[src/sv/nps_pkg.sv]
`timescale 1ns / 1ps
// Shared types, constants and the prime table for the next prime search block.
package nps_pkg;

    localparam int DATA_W     = 32;
    localparam int DIVIDEND_W = 31;
    localparam int DIVISOR_W  = 17;
    localparam int SQ_W       = 34;
    localparam int DIV_STEPS  = DIVIDEND_W;
    localparam int DIV_CNT_W  = $clog2(DIV_STEPS);
    localparam int ROM_SIZE   = 103;
    localparam int ROM_IDX_W  = $clog2(ROM_SIZE);

    localparam logic signed [DATA_W-1:0]     ROM_LAST    = 32'sd14000839;
    localparam logic signed [DATA_W-1:0]     TABLE_END   = -32'sd1;
    localparam logic [DIVIDEND_W-1:0]        CAND_LIMIT  = 31'h7FFF_FFFF;
    localparam logic [DIVISOR_W-1:0]         SKIP_MOD    = 17'd101;
    localparam logic [DIVISOR_W-1:0]         FIRST_DIV   = 17'd3;
    localparam logic [SQ_W-1:0]              FIRST_SQ    = 34'd9;

    localparam logic [DATA_W-1:0] PRIME_ROM [ROM_SIZE] = '{
        32'd7,       32'd13,      32'd29,      32'd43,      32'd73,      32'd107,
        32'd127,     32'd131,     32'd137,     32'd139,     32'd149,     32'd151,
        32'd157,     32'd163,     32'd167,     32'd173,     32'd179,     32'd181,
        32'd191,     32'd193,     32'd197,     32'd199,     32'd211,     32'd223,
        32'd227,     32'd229,     32'd233,     32'd239,     32'd241,     32'd251,
        32'd257,     32'd263,     32'd269,     32'd271,     32'd277,     32'd281,
        32'd283,     32'd293,     32'd307,     32'd311,     32'd313,     32'd317,
        32'd331,     32'd337,     32'd347,     32'd349,     32'd353,     32'd431,
        32'd521,     32'd631,     32'd761,     32'd919,     32'd1103,    32'd1327,
        32'd1597,    32'd1931,    32'd2333,    32'd2801,    32'd3371,    32'd4049,
        32'd4861,    32'd5839,    32'd7013,    32'd8419,    32'd10103,   32'd12143,
        32'd14591,   32'd17519,   32'd21023,   32'd25229,   32'd30293,   32'd36353,
        32'd43627,   32'd52361,   32'd62851,   32'd75431,   32'd90523,   32'd108631,
        32'd130363,  32'd156437,  32'd187751,  32'd225307,  32'd270371,  32'd324449,
        32'd389357,  32'd467237,  32'd560689,  32'd672827,  32'd807403,  32'd968897,
        32'd1162687, 32'd1395263, 32'd1674319, 32'd2009191, 32'd2411033, 32'd2893249,
        32'd3471899, 32'd4166287, 32'd4999559, 32'd5999471, 32'd7199369, 32'd9270769,
        32'd14000839
    };

    typedef enum logic [2:0] {
        ST_IDLE,
        ST_ROM,
        ST_CAND,
        ST_MOD_WAIT,
        ST_TRIAL,
        ST_TRIAL_WAIT,
        ST_FINISH
    } nps_state_t;

    typedef struct packed {
        logic                  start;
        logic [DIVIDEND_W-1:0] dividend;
        logic [DIVISOR_W-1:0]  divisor;
    } nps_div_req_t;

    typedef struct packed {
        logic                 done;
        logic [DIVISOR_W-1:0] remainder;
    } nps_div_rsp_t;

endpackage

[src/sv/nps_div.sv]
`timescale 1ns / 1ps
// Bit-serial restoring divider that returns the remainder, one dividend bit per cycle.
module nps_div
    import nps_pkg::*;
(
    input  logic         clk,
    input  logic         rst_n,
    input  nps_div_req_t req,
    output nps_div_rsp_t rsp
);

    logic                  busy_reg,  busy_next;
    logic                  done_reg,  done_next;
    logic [DIV_CNT_W-1:0]  cnt_reg,   cnt_next;
    logic [DIVIDEND_W-1:0] dvd_reg,   dvd_next;
    logic [DIVISOR_W-1:0]  dsr_reg,   dsr_next;
    logic [DIVISOR_W-1:0]  rem_reg,   rem_next;
    logic [DIVISOR_W:0]    trial;

    always_comb
    begin
        busy_next = busy_reg;
        done_next = 1'b0;
        cnt_next  = cnt_reg;
        dvd_next  = dvd_reg;
        dsr_next  = dsr_reg;
        rem_next  = rem_reg;
        trial     = {rem_reg, dvd_reg[DIVIDEND_W-1]};
        if (req.start)
        begin
            busy_next = 1'b1;
            cnt_next  = '0;
            dvd_next  = req.dividend;
            dsr_next  = req.divisor;
            rem_next  = '0;
        end
        else if (busy_reg)
        begin
            // The partial remainder stays below the divisor, so it always fits.
            if (trial >= {1'b0, dsr_reg})
            begin
                rem_next = DIVISOR_W'(trial - {1'b0, dsr_reg});
            end
            else
            begin
                rem_next = trial[DIVISOR_W-1:0];
            end
            dvd_next = {dvd_reg[DIVIDEND_W-2:0], 1'b0};
            cnt_next = cnt_reg + 1'b1;
            if (cnt_reg == DIV_CNT_W'(DIV_STEPS - 1))
            begin
                busy_next = 1'b0;
                done_next = 1'b1;
            end
        end
    end

    always_ff @(posedge clk or negedge rst_n)
    begin
        if (!rst_n)
        begin
            busy_reg <= 1'b0;
            done_reg <= 1'b0;
            cnt_reg  <= '0;
        end
        else
        begin
            busy_reg <= busy_next;
            done_reg <= done_next;
            cnt_reg  <= cnt_next;
        end
    end

    always_ff @(posedge clk)
    begin
        dvd_reg <= dvd_next;
        dsr_reg <= dsr_next;
        rem_reg <= rem_next;
    end

    assign rsp.done      = done_reg;
    assign rsp.remainder = rem_reg;

endmodule

[src/sv/next_prime_search.sv]
`timescale 1ns / 1ps
// Top level of the next prime search: table scan and trial-division sequencer.
//
//   channel | signals                          | payload
//   --------+----------------------------------+---------------------
//   input   | from_valid, from_stall           | from  (32b signed)
//   output  | prime_valid, prime_stall         | prime (32b signed)
//
// Inputs up to the last table entry are answered by scanning the prime table, one
// entry a cycle. Larger inputs run a trial-division search on one shared
// bit-serial divider: each candidate costs one division by 101 plus at most
// one division per odd divisor up to its square root.
// One item is worked on at a time; from_stall is high until the result is
// handed to the output register, which may still hold a stalled earlier item.
// Reset clears the sequencer and the output valid; no state survives between items.
module next_prime_search
    import nps_pkg::*;
(
    input  logic                     clk,
    input  logic                     rst_n,
    input  logic                     from_valid,
    output logic                     from_stall,
    input  logic signed [DATA_W-1:0] from,
    output logic                     prime_valid,
    input  logic                     prime_stall,
    output logic signed [DATA_W-1:0] prime
);

    nps_state_t               state_reg, state_next;
    logic signed [DATA_W-1:0] from_reg,  from_next;
    logic signed [DATA_W-1:0] res_reg,   res_next;
    logic [DIVIDEND_W-1:0]    cand_reg,  cand_next;
    logic [DIVISOR_W-1:0]     d_reg,     d_next;
    logic [SQ_W-1:0]          sq_reg,    sq_next;
    logic [ROM_IDX_W-1:0]     idx_reg,   idx_next;
    logic                     out_valid_reg, out_valid_next;
    logic signed [DATA_W-1:0] out_reg,   out_next;
    logic signed [DATA_W-1:0] rom_val;

    nps_div_req_t div_req;
    nps_div_rsp_t div_rsp;

    nps_div u_div (
        .clk   (clk),
        .rst_n (rst_n),
        .req   (div_req),
        .rsp   (div_rsp)
    );

    assign rom_val = $signed(PRIME_ROM[idx_reg]);

    always_comb
    begin
        state_next     = state_reg;
        from_next      = from_reg;
        res_next       = res_reg;
        cand_next      = cand_reg;
        d_next         = d_reg;
        sq_next        = sq_reg;
        idx_next       = idx_reg;
        out_valid_next = out_valid_reg;
        out_next       = out_reg;
        div_req        = '0;

        if (prime_valid && !prime_stall)
        begin
            out_valid_next = 1'b0;
        end

        case (state_reg)
            ST_IDLE:
            begin
                if (from_valid)
                begin
                    from_next = from;
                    idx_next  = '0;
                    // Only positive values use this candidate, so bit 31 is zero.
                    cand_next = from[DIVIDEND_W-1:0] | DIVIDEND_W'(1);
                    if (from > ROM_LAST)
                    begin
                        state_next = ST_CAND;
                    end
                    else
                    begin
                        state_next = ST_ROM;
                    end
                end
            end
            ST_ROM:
            begin
                if (rom_val > from_reg)
                begin
                    res_next   = rom_val;
                    state_next = ST_FINISH;
                end
                else if (idx_reg == ROM_IDX_W'(ROM_SIZE - 1))
                begin
                    res_next   = TABLE_END;
                    state_next = ST_FINISH;
                end
                else
                begin
                    idx_next = idx_reg + 1'b1;
                end
            end
            ST_CAND:
            begin
                if (cand_reg == CAND_LIMIT)
                begin
                    res_next   = from_reg;
                    state_next = ST_FINISH;
                end
                else
                begin
                    // Primes one above a multiple of 101 are rejected before testing.
                    div_req.start    = 1'b1;
                    div_req.dividend = cand_reg - DIVIDEND_W'(1);
                    div_req.divisor  = SKIP_MOD;
                    state_next       = ST_MOD_WAIT;
                end
            end
            ST_MOD_WAIT:
            begin
                if (div_rsp.done)
                begin
                    if (div_rsp.remainder == '0)
                    begin
                        cand_next  = cand_reg + DIVIDEND_W'(2);
                        state_next = ST_CAND;
                    end
                    else
                    begin
                        d_next     = FIRST_DIV;
                        sq_next    = FIRST_SQ;
                        state_next = ST_TRIAL;
                    end
                end
            end
            ST_TRIAL:
            begin
                if (sq_reg > SQ_W'(cand_reg))
                begin
                    res_next   = $signed({1'b0, cand_reg});
                    state_next = ST_FINISH;
                end
                else
                begin
                    div_req.start    = 1'b1;
                    div_req.dividend = cand_reg;
                    div_req.divisor  = d_reg;
                    state_next       = ST_TRIAL_WAIT;
                end
            end
            ST_TRIAL_WAIT:
            begin
                if (div_rsp.done)
                begin
                    if (div_rsp.remainder == '0)
                    begin
                        cand_next  = cand_reg + DIVIDEND_W'(2);
                        state_next = ST_CAND;
                    end
                    else
                    begin
                        // (d + 2)^2 = d^2 + 4d + 4 keeps the square without a multiplier.
                        sq_next    = sq_reg + SQ_W'({d_reg, 2'b00}) + SQ_W'(4);
                        d_next     = d_reg + DIVISOR_W'(2);
                        state_next = ST_TRIAL;
                    end
                end
            end
            ST_FINISH:
            begin
                if (!out_valid_reg || !prime_stall)
                begin
                    out_valid_next = 1'b1;
                    out_next       = res_reg;
                    state_next     = ST_IDLE;
                end
            end
            default:
            begin
                state_next = ST_IDLE;
            end
        endcase
    end

    always_ff @(posedge clk or negedge rst_n)
    begin
        if (!rst_n)
        begin
            state_reg     <= ST_IDLE;
            out_valid_reg <= 1'b0;
        end
        else
        begin
            state_reg     <= state_next;
            out_valid_reg <= out_valid_next;
        end
    end

    always_ff @(posedge clk)
    begin
        from_reg <= from_next;
        res_reg  <= res_next;
        cand_reg <= cand_next;
        d_reg    <= d_next;
        sq_reg   <= sq_next;
        idx_reg  <= idx_next;
        out_reg  <= out_next;
    end

    assign from_stall  = (state_reg != ST_IDLE);
    assign prime_valid = out_valid_reg;
    assign prime       = out_reg;

endmodule
[config.mk]
export PLATFORM = sky130hd
export DESIGN_NAME = next_prime_search
export DESIGN_NICKNAME = d
export VERILOG_FILES = /design/src/sv/nps_pkg.sv /design/src/sv/nps_div.sv /design/src/sv/next_prime_search.sv
export SDC_FILE = /design/constraint.sdc
export NUM_CORES = 1
export LEC_CHECK = 0
export BUFFER_PORTS_ARGS = -buffer_cell sky130_fd_sc_hd__buf_2
export CORE_MARGIN = 2
export CORE_UTILIZATION = 63
export CTS_CLUSTER_DIAMETER = 60
export DETAILED_ROUTE_END_ITERATION = 12
export GPL_TIMING_DRIVEN = 1
export PLACE_DENSITY = 0.81
export SLEW_MARGIN = 10
export SYNTH_ARGS = -nofsm -noshare
export SYNTH_HDL_FRONTEND = slang
export SYNTH_SLANG_ARGS = --single-unit
[constraint.sdc]
create_clock -name clk -period 6.65 [get_ports clk]
set_clock_uncertainty 0.05 [all_clocks]
set_input_delay 0.9975 -clock clk [delete_from_list [all_inputs] [get_ports clk]]
set_output_delay 0.9975 -clock clk [all_outputs]
set_load 0.02 [all_outputs]
Word level (Yosys, flattened, before mapping):

Memories as Yosys holds them, arrays and structs flattened.
Cells that the tools add are included.

* latch bits: 0
* logic and storage cells: 124
* memory bits (writable): 0
* output and inout port bits: 34
* register bits: 261
* memories: 1
* memory bits (read-only): 4096
* input bits: 36

Memories
* (no name shown): words 128, width 32, rd ports 1, clocked after memory_dff 0, wr ports 0, line next_prime_search.sv:50 `assign rom_val = $signed(PRIME_ROM[idx_reg]);`

* $lt $le $gt $ge: 5
* multipliers: 0
* div/mod/pow operators: 0
* eq/ne operators: 22
* add/sub/neg operators: 8
* mux-type cells: 52
* bitwise logic cells: 1
* reduce and logical (&&, ||, !) cells: 20
* shifts and indexed selects: 0

Operators with widths (count)
* 2-to-1 mux 32 bit: 6
* 2-to-1 mux 31 bit: 5
* 2-to-1 mux 34 bit: 4
* 2-to-1 mux 49 bit: 2
* case mux 49 bit (2 select lines): 1
* case mux 32 bit (3 select lines): 1
* 2-to-1 mux 17 bit: 5
* case mux 34 bit (2 select lines): 1
* case mux 31 bit (2 select lines): 1
* adder 34 x 19 -> 34 bit: 1
* adder 34 x 3 -> 34 bit (second input constant): 1
* > comparator 34 x 31 -> 1 bit: 1
* case mux 17 bit (2 select lines): 1
* > comparator 32 x 25 -> 1 bit (second input constant): 1
* > comparator 32 bit: 1
* adder 31 x 2 -> 31 bit (second input constant): 1
* equality test 31 bit (second input constant): 1
* subtractor 31 x 1 -> 31 bit (second input constant): 1
* 2-to-1 mux 3 bit: 7
* 2-to-1 mux 7 bit: 3
* >= comparator 18 x 17 -> 1 bit: 1
* case mux 3 bit (6 select lines): 1
* adder 17 x 2 -> 17 bit (second input constant): 1
* logical NOT 17 bit: 1
* 27 further kinds: 59

Depth between registers and ports, before layout:

Gate-level depths: netlist of run 1.

* word-level depth: 7
* depth in mapped cells: 21
* mapped depth without buffers: 18

Hierarchy:

A second synthesis of run 1 with hierarchy kept.

* cell total of the unflattened synthesis: 1661
* area, all modules: 16804.9 µm²

Modules (own cells, without submodules)
* next_prime_search: area an instance 12903.6 µm², cells each 1337, instances 1
* nps_div: area an instance 3901.2 µm², cells each 324, instances 1

Least setup slack after synthesis of run 1:

No wires, ideal clock.

* path type: reg-to-reg
* start point: reg idx_reg[0]
* end point: reg res_reg[0] (enable)
* stages on the path, launching flop included: 18
* library setup time: 421 ps
* arrival: 5115 ps
* setup slack: 1064 ps
* cells stage by stage: edfxtp_1 clkbuf_1 clkinv_1 ha_1 clkbuf_1 o21ai_0 a221oi_1 nor2_1 a211oi_1 ha_1 nand4_1 or3_1 nor2_1 o31a_1 o32a_2 clkbuf_1 o22ai_1 nor2_1

* longest elaborated chain between the ends: 7
* elaborated cells on any way between the ends: 8

Ends and longest elaborated chain
* from (decl): line next_prime_search.sv:35 `logic [ROM_IDX_W-1:0] idx_reg, idx_next;`
* from (signal assigned): line next_prime_search.sv:209 `idx_reg <= idx_next;`
* NOT 7 -> 8 bit (not written as such): line next_prime_search.sv:50
* memory (128 x 32 bit)
* 2-to-1 mux 32 bit (not written as such) (2 in series): line next_prime_search.sv:50
* > comparator 32 bit: line next_prime_search.sv:91 `if (rom_val > from_reg)`
* inequality test 3 bit (no line) *
* AND reduction 4 bit (no line) *
* to (signal assigned): line next_prime_search.sv:205 `res_reg <= res_next;`
* to (decl): line next_prime_search.sv:31 `logic signed [DATA_W-1:0] res_reg, res_next;`

Mark *: on every way between the ends. The rest lies on a longest branch, timed or not. The select of a mux whose other input is x is not followed.
A chain may end at the register's enable or synchronous reset.

Worst setup path after layout of run 1:

* start point: reg idx_reg[0]
* end point: reg res_reg[2] (data pin)

* longest elaborated chain between the ends: 7

Ends and longest elaborated chain
* NOT 7 -> 8 bit (not written as such) *: line next_prime_search.sv:50
* memory (128 x 32 bit) *
* 2-to-1 mux 32 bit (not written as such) * (2 in series): line next_prime_search.sv:50
* > comparator 32 bit: line next_prime_search.sv:91
* 2-to-1 mux 32 bit *: line next_prime_search.sv:91
* case mux 32 bit (3 select lines) *: line next_prime_search.sv:70 `case (state_reg)`
* net res_next[2]: line next_prime_search.sv:31

The timed path passes the listed nets; every way through them passes the cells marked *. The select of a mux whose other input is x is not followed.

==> results.yml, run 1 <==
cells_and_area:
  fin_nets: 1920
  stdcell_count: 2112
  area_growth_pct: 8.97
  fill_cells: 1965
  multi_input_area_um2: 8390
  drive_gt1_frac: 0.104
  seq_area_um2: 7460
  num_antenna_cells: 0
setup_path:
  cp_slowest_cell: "o41ai_1"
  cp_data_required_time_ps: 6940
  crit_path_start_kind: "flop"
  path_cells: "clkinv_1 > ha_1 > nand2b_1 > and3_1 > a21oi_1 > a211oi_1 > o41ai_1 > buf_4 > ha_1 > nor2b_1 > o21ai_0 > a21oi_1 > o31a_1 > o32a_2 > inv_1 > nor2_1 > o21ai_0"
  end_kind: "flop"
  critPathMaxFanout: 16
  max_stage_delay_ps: 760
  path_class: "reg2reg"
  cp.arrival_ps: 5790
synth:
  syn_area_um2: 16600
  postSynthCellCount: 1717
  synthSimpleGateAreaFrac: 0.174
  yosysMostFrequentCell: "edfxtp_1"
  synth_commonest_cells: "edfxtp_1, nand2_1, nor2_1"
  yosysTopAreaCell: "edfxtp_1"
  synth_top_family_by_area: "compound AO/OA/AOI/OAI gates"
  synth-compound-area-share: 0.191
  yosys_register_bits: 256
  synthFlopType: "edfxtp_1"
  synthAdderAreaFrac: 0.0957
  netlist.area_leader.share: 0.412
  yosysSeqAreaShare: 0.449
  synth_area_leaders: "edfxtp_1, ha_1, nand2_1, o21ai_0, a21oi_1"
  syn_nets: 1879
  synth-xor-area-share: 0.0363
  synth_mux_area_frac: 0.00504
  synth_cell_type_count: 97
  yosysWarnings: 0
  synth_edf_count: 228
  async_reset_ff_frac: 0.0430
  syn_area_per_cell_um2: 9.68
clock_network:
  clk_pin_slew_worst_paths_ps: 70
  clkLatencyLatePin_ps: 550
  cts_setup_buffers: 0
  ctsHoldBuffers: 0
  clock_path_buffers: 3
  tritoncts: "done"
  htree_levels: 1
  cts-root-buf: "clkbuf_16"
  numCtsBuffers: 28
  ctsResizeCount: 0
  cts_sinks: 256
run:
  max-cap-violations: 0
routing:
  drt-initial-drc-count: 1739
  drtAntennaViolNets: 0
  drcViolationCount: 0
  dr.pass1.iters: 6
  vias: 14000
  vias_per_cell: 6.64
  wl_um: 46200
  wl_per_cell_um: 21.9
timing:
  fin_crit_sh: 0.827
  finalHoldViolations: 0
  period_needed_ps: 5500
  rsz0062_at_grt: "no"
  slew_headroom: 0.269
  drv_slew: 0
  finalSetupViolations: 0
  setup_tns_ps: 0
  max_freq_ghz: 0.182
  worst_pin_slew_ps: 1100
global_route:
  grt_use_total: 0.327
  grt_max_degree: 69
  antenna_found_initial: 0
  grtUsageMet2: 0.515
  grt_pass1_wl_um: 72700
  grt.overflow.total: 0
  grt_pass1_vias: 13400
  grt_use_met1: 0.460
  met3_usage: 0.0530
  top_usage_layer: "met2"
pwr:
  max-vdd-ir-drop_v: 0.000312
  power_density_nw_per_um2: 438
  leakage_nw: 7.21
floorplan:
  dieHeight_um: 166
  die-area_um2: 27700
  core_area_um2: 26000
  ioPinCount: 70
  rows: 59
  initial_core_util: 0.640
  dieWidth_um: 166
placement:
  place_inst: 2063
  gp_congestion: 0.992
  place_hpwl_um: 33000
  io_buffers: 69
run_status:
  outcome: "completed"
hold_path:
  hold_path_class: "in2async"
[worst max-delay path, delay by kind of cell (launching register included)]
kind | cells | cell delay, ps
adder cells (fa/ha/maj) | 2 | 940
buffers and inverters | 3 | 1000
AND/OR/NAND/NOR | 4 | 700
AO/OA/AOI/OAI | 8 | 2260
flip-flops | 1 | 370
[per-layer routing]
metal,wire length [µm],part of all wire
met1,19100,0.41
met2,20800,0.45
met3,4540,0.098
met4,1710,0.037
met5,0,0
[cell families (layout without fill, tap and decap cells)]
kind of cell | Yosys count | in the layout
multiplexers | 7 | 7
XOR/XNOR | 69 | 69
adder cells (fa/ha/maj) | 126 | 126
AO/OA/AOI/OAI | 479 | 479
buffers and inverters | 196 | 256
AND/OR/NAND/NOR | 584 | 584
flip-flops | 256 | 256
[stage by stage]
step / setup WS (ps) / hold WS, ps / util / cell area [µm²] / power [mW]
2_1_floorplan: 1060 / 350 / - / 16600 / 5.36
3_3_place_gp: 1560 / 351 / 0.663 / 17200 / 6.24
3_5_place_dp: 1470 / 355 / 0.663 / 17200 / 6.35
4_1_cts: 1430 / 306 / 0.697 / 18100 / 7.86
5_1_grt: 1020 / 309 / 0.697 / 18100 / 8.39
6_report: 1150 / 309 / 0.697 / 18100 / 7.94
[worst paths after layout]
| check | startpoint | to | slack (ps) | cells past startpoint |
|---|---|---|---|---|
| worst max-delay path | idx_reg[0]$_SDFFCE_PN0P_ | res_reg[2]$_DFFE_PP_ | 1150 | 17 |
| max in group asynchronous | rst_n | state_reg[0]$_DFFE_PN0P_ | 5950 | 1 |
| worst min register to register | res_reg[0]$_SDFFCE_PP1P_ | prime[0]$_DFFE_PP_ | 370 | 0 |
| worst min-delay path | rst_n | u_div.done_reg$_DFF_PN0_ | 310 | 1 |
| worst max register to register | idx_reg[0]$_SDFFCE_PN0P_ | res_reg[2]$_DFFE_PP_ | 1150 | 17 |
| min in group clk | res_reg[0]$_SDFFCE_PP1P_ | prime[0]$_DFFE_PP_ | 370 | 0 |
[area by class of cell]
class | instances | share of cell area
repair buffers | 98 | 0.0311
flip-flops and latches | 256 | 0.412
clock inverters | 9 | 0.00325
multi-input cells | 1265 | 0.463
clock buffers | 40 | 0.0452
inverters | 109 | 0.0226
well taps | 335 | 0.0231
[where the power goes]
part	total, mW	internal (mW)	switching, mW	leakage (nW)
Combinational	3.68	1.30	2.38	4.33
Sequential	2.77	2.47	0.300	2.45
Clock	1.49	0.858	0.635	0.435
Total	7.94	4.63	3.32	7.21
[placed cells by master (no fill, tap or decap), drive strengths merged, types with 16 or more instances in the layout]
master	Yosys	final
inv	106	109
clkbuf	56	40
a211oi	25	25
edfxtp	228	228
buf	31	98
nor3	47	47
o21ai	143	143
nor4	16	16
a21o	30	30
nor2b	17	17
nand3	50	50
nand2b	27	27
nand4	27	27
dfxtp	17	17
and3	22	22
xnor2	46	46
or3	22	22
nor2	130	130
nand2	172	172
ha	124	124
xor2	23	23
and2	22	22
a21oi	115	115
a221o	23	23
No activity file was read; power rests on OpenSTA's default activity.
==> run 2, diff against run 1 <==
clock period = 5.7 ns   (was 6.65 ns; I/O delays follow)
==> run 2 against run 1 <==
Clock-buffer cell count stayed put. Design area is 0.44% higher. Non-clock buffer count is 4 lower.
==> results.yml, run 2 (same netlist as run 1, synthesis figures left out) <==
timing:
  fin_crit_sh: 0.946
  finalHoldViolations: 0
  setup_tns_ps: 0
  slew_headroom: 0.266
  fin_hold_ws_ps: 172
  period_needed_ps: 5390
  drv_slew: 0
  worst_pin_slew_ps: 1100
  finalSetupViolations: 0
  rsz0062_at_grt: "no"
  max_freq_ghz: 0.185
setup_path:
  crit_path_start_kind: "flop"
  r2r_cells: 17
  cp_data_required_time_ps: 5940
  max_stage_delay_ps: 600
  end_kind: "flop"
  cp.arrival_ps: 5630
  timing.rr.start: "idx_reg[0]$_SDFFCE_PN0P_"
  cp_num_buf_inv: 2
  r2r_end: "res_reg[21]$_DFFE_PP_"
  critPathMaxFanout: 23
  crit_family: "compound AO/OA/AOI/OAI gates"
  path_class: "reg2reg"
  cp_slowest_cell: "ha_1"
  reg2reg_slack_ps: 310
  path_cells: "buf_4 > ha_1 > nand2b_1 > a21boi_0 > o22ai_1 > nor2_1 > o311ai_0 > o21ai_0 > ha_1 > nand4_1 > or3_1 > nor2_1 > o31a_1 > o32a_2 > inv_1 > o21ba_2 > a221o_1"
clock_network:
  ctsHoldBuffers: 0
  cts_sinks: 256
  clkLatencyLatePin_ps: 540
  htree_levels: 1
  cts-root-buf: "clkbuf_16"
  clock_path_buffers: 3
  numCtsBuffers: 28
  clk_pin_slew_worst_paths_ps: 60
  cts_setup_buffers: 0
  ctsResizeCount: 0
  tritoncts: "done"
placement:
  io_buffers: 69
  place_hpwl_um: 33200
  gp_congestion: 0.992
global_route:
  grt_max_degree: 77
  antenna_found_initial: 0
  grt_use_total: 0.331
  grt.overflow.total: 0
  grt_pass1_vias: 13300
  grt_pass1_wl_um: 73800
routing:
  wl_um: 46900
  vias_per_cell: 6.68
  drcViolationCount: 0
  drtAntennaViolNets: 0
  dr.pass1.iters: 7
  wl_per_cell_um: 22.2
  drt-initial-drc-count: 1916
  vias: 14100
pwr:
  leakage_nw: 7.23
  combinationalPowerShare: 0.460
  max-vdd-ir-drop_v: 0.000412
  power_density_nw_per_um2: 516
  p_sw_frac: 0.415
  switchingPower_mw: 3.90
  internal_power_mw: 5.49
  seqPwrFrac: 0.342
  clkPwrFrac: 0.198
cells_and_area:
  layout_common_cells: "edfxtp_1, nand2_1, nor2_1"
  drive_gt1_frac: 0.104
  final_common_cell: "edfxtp_1"
  fin_nets: 1916
  final_util: 0.700
  num_antenna_cells: 0
  area_growth_pct: 9.45
floorplan:
  dieHeight_um: 166
  dieWidth_um: 166
  ioPinCount: 70
  rows: 59
  core_area_um2: 26000
  die-area_um2: 27700
  initial_core_util: 0.640
run_status:
  outcome: "completed"
run:
  max-cap-violations: 0
hold_path:
  hold_path_class: "in2async"
run 2: changes by cell type in the layout (fill, tap and decap cells not counted), moves of 2 or more:
cell | before | now
buf_12 | 0 | 2
buf_4 | 29 | 23
clkinvlp_4 | 0 | 3
clkinv_2 | 4 | 2
clkbuf_1 | 8 | 6
run 2: how the worst max path moves through the flow:
stage                              from                       end  cells after the start
2_1_floorplan  idx_reg[0]$_SDFFCE_PN0P_  res_reg[0]$_SDFFCE_PP1P_                     17
3_3_place_gp   idx_reg[0]$_SDFFCE_PN0P_     res_reg[13]$_DFFE_PP_                     17
3_5_place_dp   idx_reg[0]$_SDFFCE_PN0P_     res_reg[22]$_DFFE_PP_                     17
4_1_cts        idx_reg[0]$_SDFFCE_PN0P_     res_reg[21]$_DFFE_PP_                     17
5_1_grt        idx_reg[0]$_SDFFCE_PN0P_     res_reg[15]$_DFFE_PP_                     17
6_report       idx_reg[0]$_SDFFCE_PN0P_     res_reg[21]$_DFFE_PP_                     17
run 2: power groups by stage:
stage                     logic, mW  registers [mW]  clock network [mW]
after floorplan                3.07            3.19                   0
after global placement         4.10            3.21                   0
after detailed placement       4.18            3.23                   0
after CTS                      4.21            3.20                1.87
after global routing           4.72            3.26                1.94
final                          4.32            3.21                1.86
run 2: layer usage:
metal	up-vias	part of all wire	GRT usage
met5	-	0	0
met4	0	0.033	0.104
met3	119	0.096	0.0482
met2	798	0.46	0.522
met1	6753	0.42	0.478
li1	6430	-	-
run 2: cell type report:
| cell class | count | area, µm² |
|---|---|---|
| multi-input combinational | 1265 | 8390 |
| inverter | 109 | 409 |
| clock buffer | 40 | 851 |
| tap | 335 | 419 |
| clock inverter | 12 | 113 |
| sequential | 256 | 7460 |
| timing repair buffer | 94 | 558 |
| fill | 1939 | 7790 |
run 2: through the flow:
stage	power (mW)	setup WS, ps	cell area (µm²)	cells
global route	9.92	77.0	18200	2111
floorplan	6.25	114	16600	1717
detailed placement	7.41	507	17200	2059
CTS	9.28	477	18200	2111
finish	9.39	307	18200	2111
global placement	7.31	530	17200	2059
